==> config.mk <==
export PLATFORM = sky130hd
export DESIGN_NAME = uuid_text_parser
export DESIGN_NICKNAME = d
export VERILOG_FILES = /design/src/sv/utp_pkg.sv /design/src/sv/uuid_text_parser.sv /design/src/sv/utp_decode.sv /design/src/sv/utp_assemble.sv
export SDC_FILE = /design/constraint.sdc
export NUM_CORES = 1
export LEC_CHECK = 0
export BUFFER_PORTS_ARGS = -buffer_cell sky130_fd_sc_hd__buf_4
export CORE_ASPECT_RATIO = 2
export CORE_UTILIZATION = 54
export DETAILED_ROUTE_END_ITERATION = 10
export MAX_ROUTING_LAYER = met4
export PLACE_DENSITY = 0.78
export SKIP_LAST_GASP = 1
export SYNTH_ARGS = -nofsm -noshare
export SYNTH_HDL_FRONTEND = slang
export SYNTH_HIERARCHICAL = 1
export SYNTH_SLANG_ARGS = --single-unit
==> constraint.sdc <==
create_clock -name clock -period 9.95 [get_ports clock]
set_input_delay 2.4875 -clock clock [delete_from_list [all_inputs] [get_ports clock]]
set_output_delay 2.4875 -clock clock [all_outputs]
set_load 0.005 [all_outputs]
==> src/sv/utp_pkg.sv <==
// Package for the UUID text parser: item types, decode struct and status codes.
// No dependencies; every other file of the block imports it.
package utp_pkg;

   localparam int unsigned TEXT_LEN   = 36;
   localparam int unsigned BYTE_COUNT = 16;
   localparam int unsigned POS_SAT    = TEXT_LEN + 1;

   localparam logic [7:0] CHAR_HYPHEN = 8'h2D;
   localparam logic [7:0] CHAR_ZERO   = 8'h30;
   localparam logic [7:0] CHAR_NINE   = 8'h39;
   localparam logic [7:0] CHAR_LO_A   = 8'h61;
   localparam logic [7:0] CHAR_LO_F   = 8'h66;
   localparam logic [7:0] CHAR_UP_A   = 8'h41;
   localparam logic [7:0] CHAR_UP_F   = 8'h46;
   localparam logic [3:0] LETTER_BIAS = 4'd9;

   localparam logic [2:0] ST_OK       = 3'd0;
   localparam logic [2:0] ST_LENGTH   = 3'd1;
   localparam logic [2:0] ST_OVERFLOW = 3'd2;
   localparam logic [2:0] ST_SPLIT    = 3'd3;
   localparam logic [2:0] ST_BADHEX   = 3'd4;
   localparam logic [2:0] ST_SHORT    = 3'd5;

   typedef struct packed {
      logic [7:0] character;
      logic       final_char;
   } req_type;

   typedef struct packed {
      logic [63:0] uuid_upper;
      logic [63:0] uuid_lower;
      logic [2:0]  status;
   } rsp_type;

   typedef struct packed {
      logic       is_hyphen;
      logic       is_hex;
      logic [3:0] nibble;
   } decode_type;

endpackage

==> src/sv/uuid_text_parser.sv <==
// Top level of the UUID text parser: input register, parse logic, result register.
// Depends on utp_pkg and utp_assemble.
//
// The block takes one text character per item and may accept a new item every
// cycle. A character is registered on acceptance and processed from that
// register; on the character marked final, the 128-bit value and its status
// are loaded into the result register once no earlier result is still waiting
// to be taken. Hyphens are skipped, other characters pair into bytes as hex
// digits of either case, and on any error both value halves are zero. The input
// side stalls only when a final character waits for the result register while
// an earlier result has not yet been taken.
module uuid_text_parser
   import utp_pkg::*;
(
   input  logic    clock,
   input  logic    reset,
   input  logic    req_valid,
   output logic    req_ready,
   input  req_type req_item,
   output logic    rsp_valid,
   input  logic    rsp_ready,
   output rsp_type rsp_item
);

   logic    s1_valid_ff, s1_valid_in;
   req_type s1_item_ff;
   logic    rsp_valid_ff, rsp_valid_in;
   rsp_type rsp_item_ff;
   rsp_type result;
   logic    s1_fire;
   logic    emit;

   utp_assemble u_assemble (
      .clock     (clock),
      .reset     (reset),
      .step      (s1_fire),
      .char_item (s1_item_ff),
      .result    (result)
   );

   always_comb begin
      s1_fire   = s1_valid_ff &&
                  (!s1_item_ff.final_char || !rsp_valid_ff || rsp_ready);
      emit      = s1_fire && s1_item_ff.final_char;
      req_ready = !s1_valid_ff || s1_fire;

      if (req_valid && req_ready) begin
         s1_valid_in = 1'b1;
      end else if (s1_fire) begin
         s1_valid_in = 1'b0;
      end else begin
         s1_valid_in = s1_valid_ff;
      end

      if (emit) begin
         rsp_valid_in = 1'b1;
      end else if (rsp_ready) begin
         rsp_valid_in = 1'b0;
      end else begin
         rsp_valid_in = rsp_valid_ff;
      end
   end

   always_ff @(posedge clock) begin
      if (reset) begin
         s1_valid_ff  <= 1'b0;
         rsp_valid_ff <= 1'b0;
      end else begin
         s1_valid_ff  <= s1_valid_in;
         rsp_valid_ff <= rsp_valid_in;
      end
   end

   always_ff @(posedge clock) begin
      if (req_valid && req_ready) begin
         s1_item_ff <= req_item;
      end
      if (emit) begin
         rsp_item_ff <= result;
      end
   end

   assign rsp_valid = rsp_valid_ff;
   assign rsp_item  = rsp_item_ff;

endmodule

==> src/sv/utp_decode.sv <==
// Character classifier: hyphen detect, hex digit detect and nibble value.
// Depends on utp_pkg.
module utp_decode
   import utp_pkg::*;
(
   input  logic [7:0] character,
   output decode_type decode
);

   logic is_digit;
   logic is_letter;

   always_comb begin
      is_digit  = (character >= CHAR_ZERO) && (character <= CHAR_NINE);
      is_letter = ((character >= CHAR_LO_A) && (character <= CHAR_LO_F)) ||
                  ((character >= CHAR_UP_A) && (character <= CHAR_UP_F));
      decode.is_hyphen = (character == CHAR_HYPHEN);
      decode.is_hex    = is_digit || is_letter;
      // Letters a..f and A..F both have low nibble 1..6, so adding nine gives 10..15.
      if (is_digit) begin
         decode.nibble = character[3:0];
      end else if (is_letter) begin
         decode.nibble = character[3:0] + LETTER_BIAS;
      end else begin
         decode.nibble = 4'd0;
      end
   end

endmodule

==> src/sv/utp_assemble.sv <==
// Parse state, byte assembly and status ranking for one character per step.
// Depends on utp_pkg and utp_decode.
module utp_assemble
   import utp_pkg::*;
(
   input  logic    clock,
   input  logic    reset,
   input  logic    step,
   input  req_type char_item,
   output rsp_type result
);

   decode_type   dec;
   logic [5:0]   pos_ff,   pos_in;
   logic [4:0]   bp_ff,    bp_in;
   logic         open_ff,  open_in;
   logic [3:0]   nib_ff,   nib_in;
   logic         bad_ff,   bad_in;
   logic [2:0]   err_ff,   err_in;
   logic [127:0] value_ff, value_in;
   logic [2:0]   err_code;
   logic [2:0]   status;

   utp_decode u_decode (
      .character (char_item.character),
      .decode    (dec)
   );

   always_comb begin
      pos_in   = (pos_ff < 6'(POS_SAT)) ? pos_ff + 6'd1 : pos_ff;
      bp_in    = bp_ff;
      open_in  = open_ff;
      nib_in   = nib_ff;
      bad_in   = bad_ff;
      value_in = value_ff;
      err_code = ST_OK;

      if (!open_ff) begin
         if (!dec.is_hyphen) begin
            if (bp_ff[4]) begin
               err_code = ST_OVERFLOW;
            end else begin
               nib_in  = dec.nibble;
               bad_in  = !dec.is_hex;
               open_in = 1'b1;
            end
         end
      end else begin
         open_in = 1'b0;
         if (dec.is_hyphen) begin
            err_code = ST_SPLIT;
         end else if (bad_ff || !dec.is_hex) begin
            err_code = ST_BADHEX;
         end else if (!bp_ff[4]) begin
            // Byte 0 lands in the top byte of the 128-bit value.
            value_in[{~bp_ff[3:0], 3'b000} +: 8] = {nib_ff, dec.nibble};
            bp_in = bp_ff + 5'd1;
         end
      end

      err_in = (err_ff == ST_OK) ? err_code : err_ff;

      if (pos_in != 6'(TEXT_LEN)) begin
         status = ST_LENGTH;
      end else if (err_in != ST_OK) begin
         status = err_in;
      end else if (open_in) begin
         status = ST_SPLIT;
      end else if (bp_in != 5'(BYTE_COUNT)) begin
         status = ST_SHORT;
      end else begin
         status = ST_OK;
      end

      result.status     = status;
      result.uuid_upper = (status == ST_OK) ? value_in[127:64] : 64'd0;
      result.uuid_lower = (status == ST_OK) ? value_in[63:0]   : 64'd0;
   end

   always_ff @(posedge clock) begin
      if (reset || (step && char_item.final_char)) begin
         pos_ff  <= 6'd0;
         bp_ff   <= 5'd0;
         open_ff <= 1'b0;
         nib_ff  <= 4'd0;
         bad_ff  <= 1'b0;
         err_ff  <= ST_OK;
      end else if (step) begin
         pos_ff  <= pos_in;
         bp_ff   <= bp_in;
         open_ff <= open_in;
         nib_ff  <= nib_in;
         bad_ff  <= bad_in;
         err_ff  <= err_in;
      end
   end

   // Every byte is rewritten before a good status can be reported, so the
   // value register needs no clearing between strings.
   always_ff @(posedge clock) begin
      if (step) begin
         value_ff <= value_in;
      end
   end

endmodule
; Word level (Yosys, flattened, before mapping)
; Index checks and enable logic that the tools add are counted.
; W data, S select, Z words.
[totals]
reg_bits = 290
inputBits = 13
out_inout_bits = 133
elab_cells = 86
[classes]
add_sub_neg = 4
magnitude_cmp = 7
n_eq_ne = 3
shift = 2
mux = 29
n_bitwise = 4
reduce_logical = 23
[op_table]
columns = cell, count
row1 = $mux W128, 4
row2 = $bwmux W128, 1
row3 = $shift A8 B9 Y128 const A, 1
row4 = $shiftx A8 B9 Y128, 1
row5 = $mux W3, 9
row6 = $mux W5, 4
row7 = $ge A8 B7 Y1 const B, 2
row8 = $le A8 B7 Y1 const B, 2
row9 = $neg A7 Y9, 1
row10 = $eq A8 B6 Y1 const B, 1
row11 = $ge A8 B6 Y1 const B, 1
row12 = $le A8 B6 Y1 const B, 1
row13 = $mux W4, 2
row14 = $logic_or A1 B1 Y1, 7
row15 = $mux W1, 7
row16 = $add A6 B1 Y6 const B, 1
row17 = $logic_and A1 B1 Y1, 6
row18 = $logic_not A3 Y1, 2
row19 = $lt A6 B6 Y1 const B, 1
row20 = $mux W6, 1
row21 = $ne A6 B6 Y1 const B, 1
row22 = $add A5 B1 Y5 const B, 1
row23 = $ne A5 B5 Y1 const B, 1
row24 = $add A4 B4 Y4 const B, 1
row25 = other kinds (7), 13

; Depth between registers and ports, before layout
; Gate-level depths: netlist of run 1.
[depth]
word_depth = 15
ltp_mapped = 13
mapped_depth_nobuf = 10

; Hierarchy
; The synthesis of run 1 kept the hierarchy.
[by_module_without_submodules]
columns = mod, n_inst, cells_per_inst, area_each_um2, seq_area_each_um2
row1 = utp_assemble, 1, 1109, 10197.3, 4244.1
row2 = uuid_text_parser, 1, 152, 4307.9, 4244.1
row3 = utp_decode, 1, 21, 191.4, 0.0

; Worst setup path after synthesis of run 1
; Ideal clock, no wire load.
[synth_path]
path_type = input to register
start = input port rsp_ready
end = register u_assemble.bp_ff[3]
setup_time_ns = 0.071
arrival_time_ns = 10.495
required_time_ns = 9.879
setup_slack_ns = -0.615
path_stages = 5
path_cell_list = and2b_1 a21boi_1 nand2_1 or3_1 a21oi_1
[synth_via]
elab_chain_cells = 4
[synth_rtl]
columns = item, line_no
row1 = start: declaration, uuid_text_parser.sv:21  ; input logic rsp_ready,
row2 = $logic_or A1 B1 Y1 *, uuid_text_parser.sv:43  ; (!s1_item_ff.final_char || !rsp_valid_ff || rsp_ready);
row3 = $logic_and A1 B1 Y1 *, uuid_text_parser.sv:42  ; s1_fire = s1_valid_ff &&
row4 = via s1_fire, uuid_text_parser.sv:30  ; logic s1_fire;
row5 = $logic_and A1 B1 Y1, utp_assemble.sv:81  ; if (reset || (step && char_item.final_char)) begin
row6 = $logic_or A1 B1 Y1, utp_assemble.sv:81
row7 = end signal: assignment, utp_assemble.sv:90  ; bp_ff <= bp_in;
row8 = end: declaration, utp_assemble.sv:15  ; logic [4:0] bp_ff, bp_in;
; Mark *: on every way through the listed nets, which the timed path passes. The rest lies on a longest branch.
; A chain may end at the register's enable or synchronous reset.

; Worst setup path in the final report of run 1
[layout_path]
start = input port rsp_ready
end = output port req_ready
[layout_via]
elab_chain_cells = 3
[layout_rtl]
columns = item, line_no
row1 = $logic_or A1 B1 Y1, uuid_text_parser.sv:43
row2 = $logic_and A1 B1 Y1, uuid_text_parser.sv:42
row3 = $logic_or A1 B1 Y1, uuid_text_parser.sv:45  ; req_ready = !s1_valid_ff || s1_fire;
row4 = end: declaration, uuid_text_parser.sv:18  ; output logic req_ready,
; Every way passes these cells.

==> Flow_metrics.wiki, run 1 <==
{| class="wikitable"
! Metric !! Value
|-
| Result of the run || complete, no violations
|-
| Clock network latency to the later pin of the worst-skew pair || roughly 0.55 ns
|-
| GRT Resource Usage Total || approximately 28%
|-
| Pre-antenna DRT Iters || 5
|-
| Worst setup SP type || input pin
|-
| Max-slew violation count || 0
|-
| Post-synthesis cell type count || 68
|-
| Async SR Flop Fraction || 0%
|-
| Cell taking the most area after synthesis || edfxtp_1
|-
| Clock Sink Count || between 200 and 300
|-
| Maxcap violations || 0
|-
| Antenna-violating nets left || 0
|-
| Worst Hold Launch || rsp_valid
|-
| Deepest clock path buffer count || 3
|-
| Area overhead of the layout relative to synthesis || 13.5%
|-
| Routed via count divided by cell count || 6.52
|-
| Share of the clock period used by the worst path || a little over half
|-
| Post-synthesis instance total || between 1000 and 1500
|-
| Area fraction of the dominant cell type after synthesis || 54.8%
|-
| Met2 demand-to-capacity share in global routing || between 40% and 50%
|-
| Ant diodes || 0
|-
| Worst Tran Pin Value || roughly 1.2 ns
|-
| Total standard cell area after synthesis || approximately 15000 sq um
|-
| Total number of vias || about 11000
|-
| Die footprint || approximately 28000 sq um
|-
| Vias in the first global route || roughly 11000
|-
| Kind of end point of the critical path || output pin
|-
| Count of flip-flops with a built-in enable after synthesis || 268
|-
| Grt met1 use || about a third
|-
| Die X-Extent || 119 um
|-
| Drt wl/cell || around 22 um
|-
| Most used routing layer || met2
|-
| Most common cell in the netlist || edfxtp_1
|-
| Shortest clock period the worst path allows after layout || approximately 5.5 ns
|-
| Overall Power || between 2000 and 2500 uW
|-
| Cell at the root of the clock tree || clkbuf_16
|-
| Hold Buf Count CTS || 0
|-
| Number of H-tree levels || 1
|-
| Met3 Usage GRT || between 3 and 4%
|-
| Leakage power figure || between 0.004 and 0.005 uW
|-
| Total setup violations reported at the end of the flow || 0
|-
| Hold Crit Class || reg -> reg
|-
| Leading cell types by total area after synthesis || edfxtp_1, nor4_1, a21boi_0
|-
| Slew headroom || 19.0%
|-
| Cell count of the worst hold path || 2
|-
| Worst Path Max Fanout || 3
|-
| Final design utilization || between 60% and 70%
|-
| Areal power density over the cells || around 150 nW/um^2
|-
| Worst clock skew || roughly 0.015 ns
|-
| Placer's final routability congestion estimate || 0.912
|-
| Crit Path Category || in -> out
|-
| Floorplan Core Area || between 20000 and 30000 sq um
|-
| Number of cells upsized or downsized after cts || 0
|-
| Starting DRC count in detailed routing || around 1300
|-
| Worst hold margin || slightly above 0.5 ns
|-
| CTS tree || built
|-
| Final #Nets || ~1400
|-
| Largest net degree at the start of global routing || 90
|-
| Mapped Avg Cell Area || about 11 sq um
|-
| Worst Path Arrival || approximately 3.0 ns
|-
| Overall overflow remaining after global route || 0
|-
| Worst voltage drop across the vdd grid || between 0.00015 and 0.0002 V
|-
| Synth Warn # || 6
|-
| Share of the yosys chip area belonging to registers || about 58%
|-
| CP Launch Point || rsp_ready
|-
| Number of standard-cell rows in the floorplan || 85
|-
| First-pass GRT wire length || approximately 58000 um
|-
| Final wirelength || 37800 um
|-
| Count of fill cells added during filler insertion || ~2200
|-
| Setup repair after global routing missed its margin || no
|-
| Antenna violations before repair || 0
|-
| Peak Freq || ~180 MHz
|-
| Count of boundary I/O pins || 146
|-
| Yosys reg bits || between 200 and 300
|-
| Primary FF master, synth || edfxtp_1
|-
| DRC violations left || 0
|-
| Ratio of cells with drive above 1 in the final layout || 26.7%
|-
| Sum of net half-perimeters after detailed placement || 23900 um
|-
| RR Startpoint || s1_item_ff[8]
|-
| R2R cell count || 10
|-
| DIE HEIGHT || 235 um
|-
| Synthesized Nets || between 1000 and 1500
|-
| Hold violation total from the final report || 0
|-
| WP data required || roughly 7.5 ns
|-
| Clock edge transition at the registers on the reported setup and hold paths || about 0.070 ns
|-
| Summed negative setup slack over all endpoints || 0 ns
|-
| Count of input and output buffers || around 150
|-
| Top cells by instance count after synthesis || edfxtp_1, nor4_1, or2_2
|-
| Total clock buffers created by CTS || 25
|-
| Starting density of the core || a little over half
|-
| Post-CTS setup-driven buffer insertion count || 0
|}
==> where the power goes <==
part / switching [uW] / total (uW) / leakage [uW] / internal, uW
Combinational: 70.0 / 104 / 0.00213 / 34.3
Sequential: 10.7 / 1360 / 0.00240 / 1350
Clock: 448 / 1020 / 0.000396 / 571
Total: 529 / 2480 / 0.00492 / 1950
==> path summary, 6_finish.rpt <==
kind                       end  slack, ns
setup / recovery     req_ready       4.49
hold / removal       rsp_valid       0.52
setup reg to reg  rsp_item[45]       5.36
hold reg to reg      rsp_valid       0.52
==> layout by cell type (no fill, tap or decap), types with 28 or more instances in the layout <==
cell type / netlist / routed
buf_4: 5 / 165
and3_1: 28 / 28
nand2_1: 47 / 47
o21ai_0: 45 / 45
edfxtp_1: 268 / 268
nand3_1: 30 / 30
a21boi_0: 99 / 99
nor2_1: 30 / 28
nor4_1: 154 / 154
o22ai_1: 81 / 81
or2_2: 100 / 100
nor3_1: 45 / 45
==> layer usage <==
metal | vias up | share of wire, % | wire (um)
met3 | 135 | 6.1 | 2300
met5 | - | 0 | 0
met1 | 5337 | 36 | 13500
met2 | 559 | 52 | 19600
met4 | 0 | 6.5 | 2440
li1 | 5094 | - | -
==> worst max-delay path, cell delays in order <==
cell and delay, ns:
buf_4 0.11, nand4b_2 0.21, buf_4 0.16
==> final cells by class <==
cell class                 instances  area [sq um]  area share, %
clock buffer                      28           637           3.82
sequential                       290          8490           50.9
inverter                          24          90.1          0.540
clock inverter                    18           211           1.27
timing repair buffer             165          1240           7.43
multi-input combinational        833          5580           33.4
tap                              348           435           2.61
==> through the flow <==
step           area (sq um)  setup WS, ns  instances
6_report              16700          4.49       1706
5_1_grt               16700          4.46       1706
4_1_cts               16700          4.49       1706
3_5_place_dp          15800          4.44       1660
3_3_place_gp          15800          4.51       1660
2_1_floorplan         14700          1.19       1282
==> sequential cells by signal, indices dropped and copies added, names as in the netlist <==
signal,count
rsp_valid,1
u_assemble/value_ff,128
u_assemble/bp_ff,5
s1_valid_ff,1
rsp_item,131
u_assemble/pos_ff,6
u_assemble/open_ff,1
u_assemble/bad_ff,1
u_assemble/nib_ff,4
s1_item_ff,9
u_assemble/err_ff,3
==> cell families (layout without fill, tap and decap cells) <==
group,after synthesis,count (layout),synth area share (%)
simple gates,517,517,21.9
flops,290,290,57.8
compound gates,286,286,13.3
buf+inv,159,235,4.84
xor+xnor,12,12,0.715
mux,10,10,0.758
fa+ha+maj,8,8,0.681
(Power assumes the default switching activity.)
==> run 2, diff against run 1 <==
--- a/config.mk
+++ b/config.mk
@@ -5,12 +5,13 @@
 export SDC_FILE = /design/constraint.sdc
 export NUM_CORES = 1
 export LEC_CHECK = 0
+export ABC_AREA = 1
 export BUFFER_PORTS_ARGS = -buffer_cell sky130_fd_sc_hd__buf_4
 export CORE_ASPECT_RATIO = 2
-export CORE_UTILIZATION = 54
+export CORE_UTILIZATION = 59
 export DETAILED_ROUTE_END_ITERATION = 10
 export MAX_ROUTING_LAYER = met4
-export PLACE_DENSITY = 0.78
+export PLACE_DENSITY = 0.81
 export SKIP_LAST_GASP = 1
 export SYNTH_ARGS = -nofsm -noshare
 export SYNTH_HDL_FRONTEND = slang
==> constraint.sdc (replaced) <==
create_clock -name clock -period 5.35 [get_ports clock]
set_input_delay 1.3375 -clock clock [delete_from_list [all_inputs] [get_ports clock]]
set_output_delay 1.3375 -clock clock [all_outputs]
set_load 0.005 [all_outputs]
==> run 2 against run 1 <==
Compared with the run above:
- die area decreased by 13%
- critical path depth rose by 13
- core utilization grew 5.6 points
- final area down 5.6%
- worst hold slack lost 0.036 ns
- largest power group unchanged
- sequential power up 89%
- global-route usage down 2.1 points
==> Flow_metrics.wiki, run 2 <==
{| class="wikitable"
! Metric !! Value
|-
| CP max-delay cell || nand2_4 (was nand4b_2)
|-
| Count of boundary I/O pins || 146 (unchanged)
|-
| Hold violation total from the final report || 0 (unchanged)
|-
| Number of standard-cell rows in the floorplan || 79 (was 85)
|-
| Sum of net half-perimeters after detailed placement || 20700 um (was 23900 um)
|-
| Ant diodes || 0 (unchanged)
|-
| Areal power density over the cells || 291 nW/um^2 (was 149 nW/um^2)
|-
| Count of input and output buffers || 145 (unchanged)
|-
| Clock edge transition at the registers on the reported setup and hold paths || 0.07 ns (about the same)
|-
| DRC violations left || 0 (unchanged)
|-
| Area overhead of the layout relative to synthesis || 13.4% (was 13.5%)
|-
| Peak Freq || about 250 MHz
|-
| Worst hold margin || 0.483 ns (was 0.518 ns)
|-
| Drt wl/cell || 17.9 um (was 22.2 um)
|-
| Cell-by-cell listing of the critical path || inv_1 -> ha_1 -> nand2_1 -> nor4_1 -> inv_1 -> nand2_2 -> inv_2 -> nand2_2 -> nand2_1 -> nand2_1 -> nor2_2 -> nand3_1 -> nand2_1 -> nand2_4 -> buf_4 -> nor3_1 (was buf_4 -> nand4b_2 -> buf_4)
|-
| Worst voltage drop across the vdd grid || 0.000297 V (was 0.000155 V)
|-
| Worst Path Max Fanout || 53 (was 3)
|-
| DIE HEIGHT || 219 um (was 235 um)
|-
| Die footprint || 24200 sq um (was 27900 sq um)
|-
| Number of cells upsized or downsized after cts || 0 (unchanged)
|-
| Total setup violations reported at the end of the flow || 0 (unchanged)
|-
| Synth Warn # || 6 (unchanged)
|-
| Overall overflow remaining after global route || 0 (unchanged)
|-
| Post-synthesis instance total || 1251 (was 1282)
|-
| Hold Crit Class || reg -> reg (unchanged)
|-
| WP data required || 5.60 ns (was 7.46 ns)
|-
| Mapped Avg Cell Area || 11.1 sq um (was 11.5 sq um)
|-
| Antenna violations before repair || 0 (unchanged)
|-
| Total number of vias || 9142 (was 11100)
|-
| Count of flip-flops with a built-in enable after synthesis || 268 (unchanged)
|-
| Routed via count divided by cell count || 5.45 (was 6.52)
|-
| Most common cell in the netlist || inv_1 (was edfxtp_1)
|-
| Top cells by instance count after synthesis || inv_1, edfxtp_1, nand2_1 (was edfxtp_1, nor4_1, or2_2)
|-
| Crit Path Category || reg -> reg (was in -> out)
|-
| Dominant delay contributor by cell family on the critical path || simple AND/OR/NAND/NOR gates (was buffers and inverters)
|-
| Antenna-violating nets left || 0 (unchanged)
|-
| First-pass GRT wire length || 46700 um (was 58400 um)
|-
| Maxcap violations || 0 (unchanged)
|-
| Number of flip-flops under the largest register name || 131 (unchanged)
|-
| Vias in the first global route || 8945 (was 10500)
|-
| Clock Sink Count || 290 (unchanged)
|-
| Non-Filler Instances || 1676 (was 1706)
|-
| Area fraction of the dominant cell type after synthesis || 57.9% (was 54.8%)
|-
| Worst setup SP type || flop (was input pin)
|-
| Total clock buffers created by CTS || 25 (unchanged)
|-
| Placer's final routability congestion estimate || 0.913 (was 0.912)
|-
| Worst clock skew || 0.0138 ns (was 0.0149 ns)
|-
| Result of the run || complete, no violations (unchanged)
|-
| Cell taking the most area after synthesis || edfxtp_1 (unchanged)
|-
| Most frequent standard cell in the layout excluding fill and tap cells || inv_1 (was edfxtp_1)
|-
| Clock network latency to the later pin of the worst-skew pair || 0.53 ns (was 0.55 ns)
|-
| Overall Power || 4590 uW (was 2480 uW)
|-
| Largest net degree at the start of global routing || 70 (was 90)
|-
| Hold Buf Count CTS || 0 (unchanged)
|-
| Shortest clock period the worst path allows after layout || 4.07 ns
|-
| Yosys reg bits || 290 (unchanged)
|-
| Die X-Extent || 110 um (was 119 um)
|-
| Synthesized Nets || 1272 (was 1303)
|-
| Most common cell type on the critical path || nand2_1 (was buf_4)
|-
| Floorplan Core Area || 23200 sq um (was 26800 sq um)
|-
| Starting density of the core || 59.8% (was 54.8%)
|-
| Deepest clock path buffer count || 3 (unchanged)
|-
| Cell at the root of the clock tree || clkbuf_16 (unchanged)
|-
| Post-synthesis cell type count || 42 (was 68)
|-
| Number of H-tree levels || 1 (unchanged)
|-
| Number of buffers and inverters on the critical path || 4 (was 2)
|-
| Leakage power figure || 0.00682 uW (was 0.00492 uW)
|-
| Total standard cell area after synthesis || 13900 sq um (was 14700 sq um)
|-
| Max-slew violation count || 0 (unchanged)
|-
| Share of the yosys chip area belonging to registers || 61.1% (was 57.8%)
|-
| Largest stage delay on the critical path || 0.70 ns (was 0.21 ns)
|-
| Slew headroom || 37.1% (was 19.0%)
|-
| Commonest non-fill, non-tap cells in the layout || inv_1, edfxtp_1, nand2_1 (was edfxtp_1, buf_4, nor4_1)
|-
| Async SR Flop Fraction || 0% (unchanged)
|-
| Pre-antenna DRT Iters || 5 (unchanged)
|-
| Final #Nets || 1397 (was 1360)
|-
| CTS tree || built (unchanged)
|-
| Worst Path Arrival || 4.32 ns (was 2.97 ns)
|-
| Setup repair after global routing missed its margin || no (unchanged)
|-
| Ratio of cells with drive above 1 in the final layout || 26.2% (was 26.7%)
|-
| Worst Tran Pin Value || 0.943 ns (was 1.21 ns)
|-
| Post-CTS setup-driven buffer insertion count || 0 (unchanged)
|-
| GRT Resource Usage Total || 25.6% (was 27.7%)
|-
| Kind of end point of the critical path || flop (was output pin)
|-
| Summed negative setup slack over all endpoints || 0 ns (unchanged)
|-
| Share of the clock period used by the worst path || between 70% and 80%
|-
| Total placed cells including tap cells || 1632 (was 1660)
|-
| Primary FF master, synth || edfxtp_1 (unchanged)
|-
| Leading cell types by total area after synthesis || edfxtp_1, nor3_2, inv_1 (was edfxtp_1, nor4_1, a21boi_0)
|-
| Starting DRC count in detailed routing || 728 (was 1291)
|-
| Final wirelength || 30000 um (was 37800 um)
|}
run 2: layout make-up:
| cell class | count | area, sq um |
|---|---|---|
| Fill cell | 1725 | 7480 |
| Sequential cell | 290 | 8490 |
| Clock buffer | 28 | 637 |
| Timing Repair Buffer | 155 | 1180 |
| Clock inverter | 16 | 103 |
| Multi-Input combinational cell | 626 | 3950 |
| Tap cell | 283 | 354 |
| Inverter | 278 | 1050 |
run 2: cell families (layout without fill, tap and decap cells):
logic type	Yosys count	in the layout	share of synthesized area, %
and+or+nand+nor	442	442	20.1
xor gates and xnor gates	2	2	0.126
AOI/OAI and AO/OA	174	174	7.22
buffers and inverters	335	477	10.7
DFF	290	290	61.1
adders and majority gates	8	8	0.721
run 2: power by group:
| group | internal, uW | switching [uW] | total, uW |
|---|---|---|---|
| clock network | 903 | 786 | 1690 |
| registers | 2540 | 36.2 | 2570 |
| logic | 84.6 | 239 | 324 |
| total | 3520 | 1060 | 4590 |
run 2: stage by stage:
stage / utilization, % / worst slack, ns / cell area, sq um
after CTS: 67.8 / 1.32 / 15800
after global placement: 64.6 / 1.44 / 15000
after global routing: 67.8 / 1.05 / 15800
after floorplan: - / 0.512 / 13900
after detailed placement: 64.6 / 1.35 / 15000
final: 67.8 / 1.28 / 15800
run 2: tightest hold or removal path, delay by kind of cell, from the launching register on:
family          cells  cell delay, ns
buf+inv             1            0.06
compound gates      1            0.06
flops               1            0.31
run 2: path summary, 6_finish.rpt:
| check | startpoint | to | slack [ns] | cells after the start |
|---|---|---|---|---|
| worst max-delay path | s1_item_ff[2] | rsp_item[130] | 1.28 | 16 |
| worst min-delay path | u_assemble/bad_ff | u_assemble/bad_ff | 0.48 | 2 |
| worst max register to register | s1_item_ff[2] | rsp_item[130] | 1.28 | 16 |
| worst min register to register | u_assemble/bad_ff | u_assemble/bad_ff | 0.48 | 2 |
run 2: metal layers:
metal | GRT usage [%] | wire length, um | up-vias
met1 | 26.9 | 10700 | 4370
met2 | 46.9 | 16300 | 295
met3 | 2.57 | 1520 | 80
li1 | - | - | 4397
met4 | 13.6 | 1520 | 0
met5 | - | 0 | -
